File: src/design/jac7_pkg.sv
// Shared constants, types and helper functions of the 3-D Jacobi 7-point sweep.
`default_nettype none

package jac7_pkg;

  localparam int MAX_X = 64;
  localparam int MAX_Y = 64;
  localparam int MAX_Z = 64;
  localparam int MAX_XYZ = (MAX_X > MAX_Y) ? ((MAX_X > MAX_Z) ? MAX_X : MAX_Z)
                                           : ((MAX_Y > MAX_Z) ? MAX_Y : MAX_Z);

  localparam int DATA_W  = 32;
  localparam int SIZE_W  = 7;
  localparam int POS_W   = $clog2(MAX_XYZ);

  localparam int PLANE_MAX = MAX_X * MAX_Y;
  localparam int PLANE_W   = $clog2(PLANE_MAX + 1);
  localparam int DEPTH     = 2 * PLANE_MAX + 1;
  localparam int HELD_W    = $clog2(DEPTH + 1);
  localparam int BUF_AW    = HELD_W;
  localparam int AGE_W     = HELD_W + 2;

  localparam int N_REG  = 3;
  localparam int ADDR_W = $clog2(4 * N_REG);
  localparam int IDX_W  = ADDR_W - 2;

  localparam logic [IDX_W-1:0] REG_SIZE_X = IDX_W'(0);
  localparam logic [IDX_W-1:0] REG_SIZE_Y = IDX_W'(1);
  localparam logic [IDX_W-1:0] REG_SIZE_Z = IDX_W'(2);

  localparam int RST_X = 10;
  localparam int RST_Y = 20;
  localparam int RST_Z = 10;
  localparam logic [PLANE_W-1:0] RST_PLANE = PLANE_W'(RST_X * RST_Y);

  // Tap order: center, then x, y and z neighbors
  localparam int NTAP   = 7;
  localparam int TAP_C  = 0;
  localparam int TAP_XP = 1;
  localparam int TAP_XM = 2;
  localparam int TAP_YP = 3;
  localparam int TAP_YM = 4;
  localparam int TAP_ZP = 5;
  localparam int TAP_ZM = 6;

  localparam int SUM_W  = DATA_W + 4;
  localparam int N_NIB  = SUM_W / 4;
  localparam int HI_NIB = 5;
  localparam int LO_NIB = N_NIB - HI_NIB;
  localparam int HI_W   = 4 * HI_NIB;
  localparam int LO_W   = 4 * LO_NIB;

  typedef struct packed {
    logic vld;
    logic bnd;
    logic last;
  } jac7_ctl_t;

  function automatic logic [SIZE_W-1:0] size_eff(input logic [SIZE_W-1:0] v,
                                                 input int maxv);
    logic [SIZE_W-1:0] r;
    if (v < SIZE_W'(3)) begin
      r = SIZE_W'(3);
    end else if (int'(v) > maxv) begin
      r = SIZE_W'(maxv);
    end else begin
      r = v;
    end
    return r;
  endfunction

  // One radix-16 digit of a divide by six: {quotient digit, remainder}
  function automatic logic [6:0] div6_step(input logic [2:0] rem, input logic [3:0] nib);
    logic [6:0] v;
    logic [3:0] q;
    logic [6:0] r;
    v = {rem, nib};
    q = '0;
    for (int k = 1; k < 16; k++) begin
      if (v >= 7'(6 * k)) q = 4'(k);
    end
    r = v - 7'({q, 2'b00}) - 7'({q, 1'b0});
    return {q, r[2:0]};
  endfunction

endpackage

`default_nettype wire

File: src/design/jac7_update.sv
// Stencil arithmetic: tap sum, divide by six toward zero, add center, saturate.
`default_nettype none

module jac7_update (
  input  logic                                clk,
  input  logic                                rst_n,
  input  logic                                en,
  input  jac7_pkg::jac7_ctl_t                 in_ctl,
  input  logic signed [jac7_pkg::DATA_W-1:0]  taps [jac7_pkg::NTAP],
  output jac7_pkg::jac7_ctl_t                 res_ctl,
  output logic signed [jac7_pkg::DATA_W-1:0]  res_value
);
  import jac7_pkg::*;

  logic signed [SUM_W-1:0] ext [NTAP];
  logic signed [SUM_W-1:0] sum;

  jac7_ctl_t               s2_ctl_r;
  logic signed [DATA_W-1:0] s2_c_r;
  logic signed [SUM_W-1:0] s2_sum_r;

  logic [SUM_W-1:0]        mag;
  logic [HI_W-1:0]         qh;
  logic [2:0]              rem_h;
  logic [6:0]              step_h;

  jac7_ctl_t               s3_ctl_r;
  logic signed [DATA_W-1:0] s3_c_r;
  logic [HI_W-1:0]         s3_qh_r;
  logic [2:0]              s3_rem_r;
  logic [LO_W-1:0]         s3_lo_r;
  logic                    s3_neg_r;

  logic [LO_W-1:0]         ql;
  logic [2:0]              rem_l;
  logic [6:0]              step_l;
  logic [SUM_W-1:0]        q;
  logic [SUM_W-1:0]        qs;
  logic signed [SUM_W:0]   res_w;
  logic                    ovf;

  always_comb begin
    for (int i = 0; i < NTAP; i++) begin
      ext[i] = SUM_W'(taps[i]);
    end
    sum = ext[TAP_XP] + ext[TAP_XM] + ext[TAP_YP] + ext[TAP_YM] + ext[TAP_ZP] +
          ext[TAP_ZM] - (ext[TAP_C] <<< 2) - (ext[TAP_C] <<< 1);
  end

  always_ff @(posedge clk) begin
    if (!rst_n) begin
      s2_ctl_r.vld <= 1'b0;
    end else if (en) begin
      s2_ctl_r.vld <= in_ctl.vld;
    end
    if (en) begin
      s2_ctl_r.bnd  <= in_ctl.bnd;
      s2_ctl_r.last <= in_ctl.last;
      s2_c_r        <= taps[TAP_C];
      s2_sum_r      <= sum;
    end
  end

  // high digits of the quotient
  always_comb begin
    mag    = s2_sum_r[SUM_W-1] ? SUM_W'(-s2_sum_r) : SUM_W'(s2_sum_r);
    qh     = '0;
    rem_h  = '0;
    step_h = '0;
    for (int i = 0; i < HI_NIB; i++) begin
      step_h = div6_step(rem_h, mag[SUM_W-1-4*i -: 4]);
      qh[HI_W-1-4*i -: 4] = step_h[6:3];
      rem_h = step_h[2:0];
    end
  end

  always_ff @(posedge clk) begin
    if (!rst_n) begin
      s3_ctl_r.vld <= 1'b0;
    end else if (en) begin
      s3_ctl_r.vld <= s2_ctl_r.vld;
    end
    if (en) begin
      s3_ctl_r.bnd  <= s2_ctl_r.bnd;
      s3_ctl_r.last <= s2_ctl_r.last;
      s3_c_r        <= s2_c_r;
      s3_qh_r       <= qh;
      s3_rem_r      <= rem_h;
      s3_lo_r       <= mag[LO_W-1:0];
      s3_neg_r      <= s2_sum_r[SUM_W-1];
    end
  end

  // low digits, sign, center add and saturation
  always_comb begin
    ql     = '0;
    rem_l  = s3_rem_r;
    step_l = '0;
    for (int i = 0; i < LO_NIB; i++) begin
      step_l = div6_step(rem_l, s3_lo_r[LO_W-1-4*i -: 4]);
      ql[LO_W-1-4*i -: 4] = step_l[6:3];
      rem_l = step_l[2:0];
    end
    q     = {s3_qh_r, ql};
    qs    = s3_neg_r ? (~q + SUM_W'(1)) : q;
    res_w = (SUM_W+1)'(s3_c_r) + (SUM_W+1)'(signed'(qs));
    ovf   = res_w[SUM_W:DATA_W-1] != {(SUM_W-DATA_W+2){res_w[DATA_W-1]}};
    if (ovf) begin
      res_value = res_w[SUM_W] ? {1'b1, {(DATA_W-1){1'b0}}} : {1'b0, {(DATA_W-1){1'b1}}};
    end else begin
      res_value = res_w[DATA_W-1:0];
    end
    res_ctl = s3_ctl_r;
  end

endmodule

`default_nettype wire

File: config.mk
export PLATFORM = sky130hd
export DESIGN_NAME = jac7_update
export DESIGN_NICKNAME = d
export VERILOG_FILES = /design/src/design/jac7_pkg.sv /design/src/design/jac7_update.sv
export SDC_FILE = /design/constraint.sdc
export NUM_CORES = 1
export LEC_CHECK = 0
export ABC_CLOCK_PERIOD_IN_PS = 32600
export BUFFER_PORTS_ARGS = -buffer_cell sky130_fd_sc_hd__buf_4
export CAP_MARGIN = 15
export CORE_ASPECT_RATIO = 1.2
export CORE_MARGIN = 1.5
export CORE_UTILIZATION = 52
export DETAILED_ROUTE_END_ITERATION = 10
export PLACE_DENSITY = 0.73
export SLEW_MARGIN = 15
export SYNTH_ARGS = -nofsm -noshare
export SYNTH_HDL_FRONTEND = slang
export SYNTH_SLANG_ARGS = --single-unit
File: constraint.sdc
create_clock -name clk -period 32.6 [get_ports clk]
set_clock_uncertainty 0.15 [all_clocks]
set_input_delay 6.52 -clock clk [delete_from_list [all_inputs] [get_ports clk]]
set_output_delay 6.52 -clock clk [all_outputs]
set_load 0.01 [all_outputs]
==> results by stage, run 1 <==
Yosys:
- The largest total area in the synthesized netlist belongs to edfxtp_1.
- In the post-synthesis netlist, the biggest area contributors are edfxtp_1, fa_1, ha_1.
- When the netlist entered floorplanning its net count stood at roughly 2300.
- The number of standard cells after synthesis is roughly 1800.
- The dominant register cell in the synthesized netlist is edfxtp_1.
- The number of enable-type register cells in the synthesized netlist is between 100 and 150.
- The number of different library cells used by synthesis comes to 79.
- The flip-flop and latch count after synthesis is ~140.
- The top cell type by area accounts for roughly a quarter of the synthesized area.
- During synthesis, Yosys emitted a total of 0 warnings.
- The async set-reset flop share out of synthesis is 0%.
- The commonest cells after synthesis are inv_1, fa_1, edfxtp_1.
- Among all cell types in the netlist, the one instantiated most often is inv_1.
- Sequential elements use 25.50% of the synthesized area.
- The average instance in the mapped netlist occupies slightly below 10 sq um.
- The post-synthesis cell area is roughly 0.017 sq mm.

Detailed routing:
- The detailed router finished its first iteration with 737 violations.
- The total wire length after detailed routing is between 30000 and 40000 um.
- After detailed routing, the number of remaining DRC violations is 0.
- Dividing the detail-routed via count by the number of cells gives 5.436.
- The total via count after detailed routing is roughly 13000.
- In the final routed layout, each cell accounts on average for ~15 um.
- The pre-antenna-repair detailed-routing pass consisted of 5 iterations.
- Once detail routing completed, the nets flagged for antenna violations numbered 0.

Run:
- The count of maximum capacitance violations is 0.

STA:
- Setup repair after global routing left no endpoint under its margin.
- The number of endpoints with negative hold slack in the final report is 0.
- For the final routed database, the setup TNS stands at 0 ps.
- The final max-slew violation count was 0.
- The tightest slew margin relative to the limit is approximately 18%.
- Setup violations remaining at the end of the flow were counted as 0.
- At the pin with the least slew margin, the transition time is roughly 1200 ps.
- The maximum clock frequency is 52.05 MHz.
- The routed design could run at a clock period as short as around 19000 ps.
- The final critical path takes up roughly 60% of the cycle.
- Setup slack on the critical path of the routed design comes to between 10000 and 15000 ps.

GRT:
- The number of antenna violations at the first check in global routing was 0.
- The maximum number of pins on one net before global-route repair is 76.
- The via count of the first global-routing pass is between 10000 and 15000.
- The remaining global-route overflow is 0.
- The global-route usage over all layers is around 22%.
- The first global-routing pass estimated 60900 um of wire.

Setup path:
- The depth of the worst register-to-register path is 35.
- The master of the slowest instance on the critical path is xnor2_1.
- STA puts the critical path data required time at approximately 26000 ps.
- The data arrival at the endpoint of the critical path is 12540 ps.
- The largest fanout on the critical path is 31.
- The largest stage delay on the critical path is roughly 730 ps.
- STA classifies the critical path startpoint as a register.
- The type of element capturing the critical path is an output port.
- The library cell appearing most often on the critical path is o21ai_0.
- The critical path in this run is classified as register to output port.

Finish:
- The finished layout holds 2415 standard cells, fillers aside.
- The number of diodes added for antenna fixing is 0.
- In the final layout, the share of cells above drive strength 1 is ~17%.
- The count of nets after finishing is 2520.
- The multi-input combinational cells in the finished layout cover a total of about 0.011 sq mm.
- After filler insertion, the fill cell instance count of the layout stands at 2696.
- The growth of design area from synthesis to finish is 17.61%.
- Registers take 0.004304 sq mm.

CTS:
- The count of hold buffers inserted by post-cts repair is 0.
- For the worst-skew pair, the clock arrives at the later sink with an insertion delay of approximately 430 ps.
- The clock root buffer is clkbuf_16.
- The TritonCTS clock tree is done.
- Buffers added to address setup during post-CTS repair amount to 0.
- Counting along the longest clock path gives a buffer depth of 2.
- The H-tree depth reported by CTS is 4.
- The quantity of gates resized following cts is 0.
- Clock-pin slew was measured on the worst setup and hold paths at 60 ps.
- The clock sink count is 144.
- The total CTS buffers is 17.

Floorplanning:
- The die outline width is about 170 um.
- The starting utilization of the core area is a little over half.
- The overall die area is 0.03355 sq mm.
- The floorplan has about 70 rows.
- The total core area is about 0.032 sq mm.
- The top-level I/O count is 265.
- Measured along the y axis, the die boundary spans between 200 and 250 um.

Min path:
- The hold-critical path depth is 0.
- The class of the tightest hold or removal check is register to register.

Outcome:
- The run finished with clean final reports.

Placement:
- The final weighted congestion in routability-driven placement is just under 0.9.
- Including well taps, the total number of placed cells is between 2000 and 2500.
- OpenSTA, run right after detailed placement, puts the worst setup slack at ~14000 ps.
- The port buffer count is 264.
- Detailed placement finished with a half-perimeter wire length of between 30000 and 40000 um.
-- flip-flops by register name, indices dropped and copies added (netlist names) --
name,flops
s3_c_r,32
s3_neg_r,1
s3_lo_r,16
s2_c_r,32
s3_rem_r,3
s3_qh_r,18
s2_sum_r,36
s2_ctl_r,3
res_ctl,3
-- layer usage --
metal | up-vias | wire length, um | GRT usage [%]
met5 | - | 0 | 0
met1 | 6309 | 16250 | 29.95
li1 | 6478 | - | -
met3 | 30 | 1533 | 2.845
met4 | 0 | 403 | 5.116
met2 | 312 | 18050 | 38.57
-- logic make-up after synthesis --
kind of cell | share of synthesized area, %
AO/OA/AOI/OAI | 14.84
XOR/XNOR | 8.177
adder cells (fa/ha/maj) | 30.72
buffers and inverters | 7.606
flip-flops | 25.50
multiplexers | 0.8896
AND/OR/NAND/NOR | 12.26
-- per-stage QoR --
step                      util, %  cell area (sq um)  hold slack [ps]
after detailed placement    60.01              19240            254.5
after global placement      60.01              19240            251.1
after global routing        61.90              19850            278.3
after floorplan                 -              16880            250.3
after CTS                   61.79              19820            270.2
final                       61.90              19850            270.0
-- layout by cell type, fill, tap and decap left out, types with 19 or more instances in the layout --
cell and instances:
xor2_1 47, a21o_1 19, nand3_1 36, nand2b_1 27, nand2_1 100, edfxtp_1 142, ha_1 96, nor2_1 105
o31ai_1 20, o21ai_0 104, inv_1 292, nor3_1 38, buf_4 269, xnor2_1 101, a21oi_1 118, fa_1 199
-- final cells by class --
| type | count | area share [%] |
|---|---|---|
| Multi-Input combinational cell | 1269 | 56.99 |
| Sequential cell | 144 | 21.68 |
| Timing Repair Buffer | 271 | 10.37 |
| Inverter | 292 | 5.522 |
| Tap cell | 407 | 2.565 |
| Clock buffer | 19 | 2.181 |
| Clock inverter | 13 | 0.6933 |
-- final timing paths --
| check | start | endpoint | slack [ps] |
|---|---|---|---|
| setup / recovery | s3_lo_r[13]$_DFFE_PP_ | res_value[22] | 13390 |
| hold / removal | s2_c_r[0]$_DFFE_PP_ | s3_c_r[0]$_DFFE_PP_ | 270 |
| setup reg to reg | s2_sum_r[11]$_DFFE_PP_ | s3_rem_r[2]$_DFFE_PP_ | 22830 |
| hold reg to reg | s2_c_r[0]$_DFFE_PP_ | s3_c_r[0]$_DFFE_PP_ | 270 |
-- critical path, delay by kind of cell, from the launching register on --
kind	cells	cell delay (ps)
AO/OA/AOI/OAI	25	5660
XOR/XNOR	5	2080
adder cells (fa/ha/maj)	6	1550
AND/OR/NAND/NOR	8	1230
buffers and inverters	6	850
flip-flops	1	530
multiplexers	1	190
Power of run 1 is left out: the tool's default activity adds up to more than one toggle a clock period on the data nets, which glitch-free logic cannot reach.
==> run 2, diff against run 1 <==
- ABC_CLOCK_PERIOD_IN_PS: 32600 -> 17800
- clock period: 32.6 -> 17.8 ns (I/O delays scaled with it)
==> results by stage, run 2 (synthesis results as in run 1) <==
CTS:
- The worst-case clock buffer depth came to 2 (unchanged).
- The clock transition at the register clock pins on the worst setup and hold paths after CTS is 60 ps (about the same).
- The clock sink count came to 144 (unchanged).
- The count of hold buffers inserted by post-cts repair is 0 (unchanged).
- Clock tree synthesis selected as its root buffer the cell clkbuf_16.
- The clock latency of the later-clocked register in the worst-skew pair is 430 ps (about the same).
- The TritonCTS clock tree is done.
- The H-tree depth reported by CTS is 4 (unchanged).
- The total CTS buffers is 17 (unchanged).
- The post-CTS repair timing setup buffer count is 0 (unchanged).
- The quantity of gates resized following cts came to 0 (unchanged).

Floorplanning:
- The die outline width is 167.5 um (unchanged).
- The number of rows in the core area is 72 (unchanged).
- The starting utilization of the core area is 52.63% (unchanged).
- The chip height is 200.4 um (unchanged).
- The overall die area is 0.03355 sq mm (unchanged).
- The total core area is 0.03207 sq mm (unchanged).
- The top-level I/O count is 265 (unchanged).

Setup path:
- The critical path in this run is classified as register to output port.
- The type of element capturing the critical path is an output port.
- Counting stages on the worst path, the most repeated cell is o21ai_0.
- The worst path buffer plus inverter count is 6 (unchanged).
- The required time of the critical path is 14090 ps (-11840 ps).
- The data arrival at the endpoint of the critical path is 12640 ps (+100 ps).
- The worst setup path is launched from a register.
- The largest individual stage delay along the critical path comes from the cell xnor2_1.
- The largest stage delay on the critical path was 780 ps (+50 ps).
- The largest fanout on the critical path is 31 (unchanged).
- The family with the most delay on the worst path is compound AO/OA/AOI/OAI gates.

Finish:
- More flip-flops sit in one register than any other, and that register is s2_sum_r.
- The number of diodes added for antenna fixing came to 0 (unchanged).
- The number of standard cells in the layout, taps in and fillers out came to 2414 (-0.041%).
- The leading cell type in the layout, fill and taps excluded is inv_1.
- The count of nets after finishing is 2520 (unchanged).
- The final design area excluding fillers is 0.01988 sq mm (+0.16%).
- The flip-flop count of the largest register, all copies and words added came to 36 (unchanged).
- The number of filler cells placed in the layout came to 2635 (-2.3%).
- The fraction of final layout cells sized beyond drive strength 1 is 16.59% (about the same).
- The largest registers in the layout are s2_sum_r: 36 flops, s2_c_r: 32 flops, s3_c_r: 32 flops.
- The area growth from synthesis to layout is 17.80%.
- In the layout the commonest cells are inv_1, buf_4, fa_1.

STA:
- The final critical-path setup slack is 1448 ps (-11940 ps).
- The worst path in the final design needs a cycle of about 16000 ps, including I/O delays and setup.
- The actual slew at the worst max-slew pin is 1205 ps (-16.46 ps).
- The number of endpoints with negative hold slack in the final report is 0 (unchanged).
- In the finished design, the share of the clock period the worst path needs comes to 91.86%.
- The total negative slack was 0 ps (unchanged).
- Setup repair after global routing left no endpoint under its margin.
- The final max-slew violation count came to 0 (unchanged).
- The final count of negative-setup-slack endpoints is 0 (unchanged).
- The tightest slew margin relative to the limit is 19.15% (+1.1 points).
- The maximum clock frequency is approximately 61 MHz.

Placement:
- The cell total after placement is 2382 (unchanged).
- The port buffer count is 264 (unchanged).
- The final weighted congestion in routability-driven placement was 0.8773 (-0.89%).
- The pre-CTS worst setup slack is 1972 ps (-11870 ps).
- The placement-stage cell area is 0.01924 sq mm (unchanged).
- The HPWL reported at the end of detailed placement came to 30630 um (about the same).

GRT:
- The number of antenna violations at the first check in global routing was 0 (unchanged).
- The maximum number of pins on one net before global-route repair is 76 (unchanged).
- The remaining global-route overflow is 0 (unchanged).
- The wire length of the first global-routing pass is 61520 um (+1.0%).
- The global-route usage over all layers is 22.52% (+0.21 points).
- The via count of the first global-routing pass was 13340 (+1.2%).

Outcome:
- The run finished with clean final reports.

Min path:
- The class of the tightest hold or removal check is register to register.

Detailed routing:
- The first-pass detailed-route iteration total was 5 (unchanged).
- The post-detailed-route via-to-cell ratio is 5.461 (+0.45%).
- The total wire length after detailed routing is 36460 um (+0.64%).
- The wire length on met3 is 1595 um (+4.0%).
- The routed wire length per instance is 15.11 um (+0.68%).
- The uppermost layer routed is met4.
- The met1 wire length was 16360 um (+0.66%).
- The total via count after detailed routing is 13180 (+0.40%).
- The DRC violation total after the first TritonRoute iteration is 775 (+5.2%).
- The sum of met2 wire segment lengths after detailed routing is 17820 um (-1.3%).
- The final antenna-violating net count is 0 (unchanged).
- The DRC violation count after routing is 0 (unchanged).

Run:
- The count of maximum capacitance violations is 0 (unchanged).
[run 2: cell types whose count changed in the layout (fill, tap and decap cells not counted), sizes merged]
cell and change:
clkinv -1, inv +1, bufinv +2, clkinvlp -1, clkbuf -2
[run 2: path summary, 6_finish.rpt]
path,start,end,slack (ps),cells past startpoint
worst min register to register,s2_c_r[5]$_DFFE_PP_,s3_c_r[5]$_DFFE_PP_,270,0
worst min-delay path,s2_c_r[5]$_DFFE_PP_,s3_c_r[5]$_DFFE_PP_,270,0
worst max register to register,s2_sum_r[11]$_DFFE_PP_,s3_rem_r[2]$_DFFE_PP_,8090,35
worst max-delay path,s3_lo_r[13]$_DFFE_PP_,res_value[4],1450,51
[run 2: metal layers]
metal,vias to the layer above,GRT usage [%]
li1,6474,-
met4,0,6.371
met1,6325,30.20
met2,335,38.38
met5,-,0
met3,48,2.944
[run 2: worst register-to-register path: cells and delay by family, from the launching register on]
kind | cells | cell delay [ps]
simple gates | 7 | 1720
flops | 1 | 450
mux | 1 | 190
fa+ha+maj | 6 | 1900
compound gates | 12 | 2870
xor+xnor | 7 | 1960
buf+inv | 2 | 240
[run 2: layout make-up]
| type | instances | area (sq um) | share of cell area [%] |
|---|---|---|---|
| tap | 407 | 509.2 | 2.561 |
| clock inverter | 14 | 188.9 | 0.9503 |
| timing repair buffer | 271 | 2046 | 10.29 |
| multi-input combinational | 1269 | 11310 | 56.90 |
| sequential | 144 | 4304 | 21.65 |
| clock buffer | 17 | 425.4 | 2.140 |
| inverter | 292 | 1096 | 5.513 |
[run 2: stage by stage]
| stage | hold WS (ps) | utilization (%) |
|---|---|---|
| 6_report | 267.1 | 61.99 |
| 5_1_grt | 277.4 | 61.99 |
| 4_1_cts | 268.4 | 61.92 |
| 3_5_place_dp | 254.5 | 60.01 |
| 3_3_place_gp | 251.0 | 60.01 |
| 2_1_floorplan | 250.3 | - |
Power of run 2 is left out for the same reason.
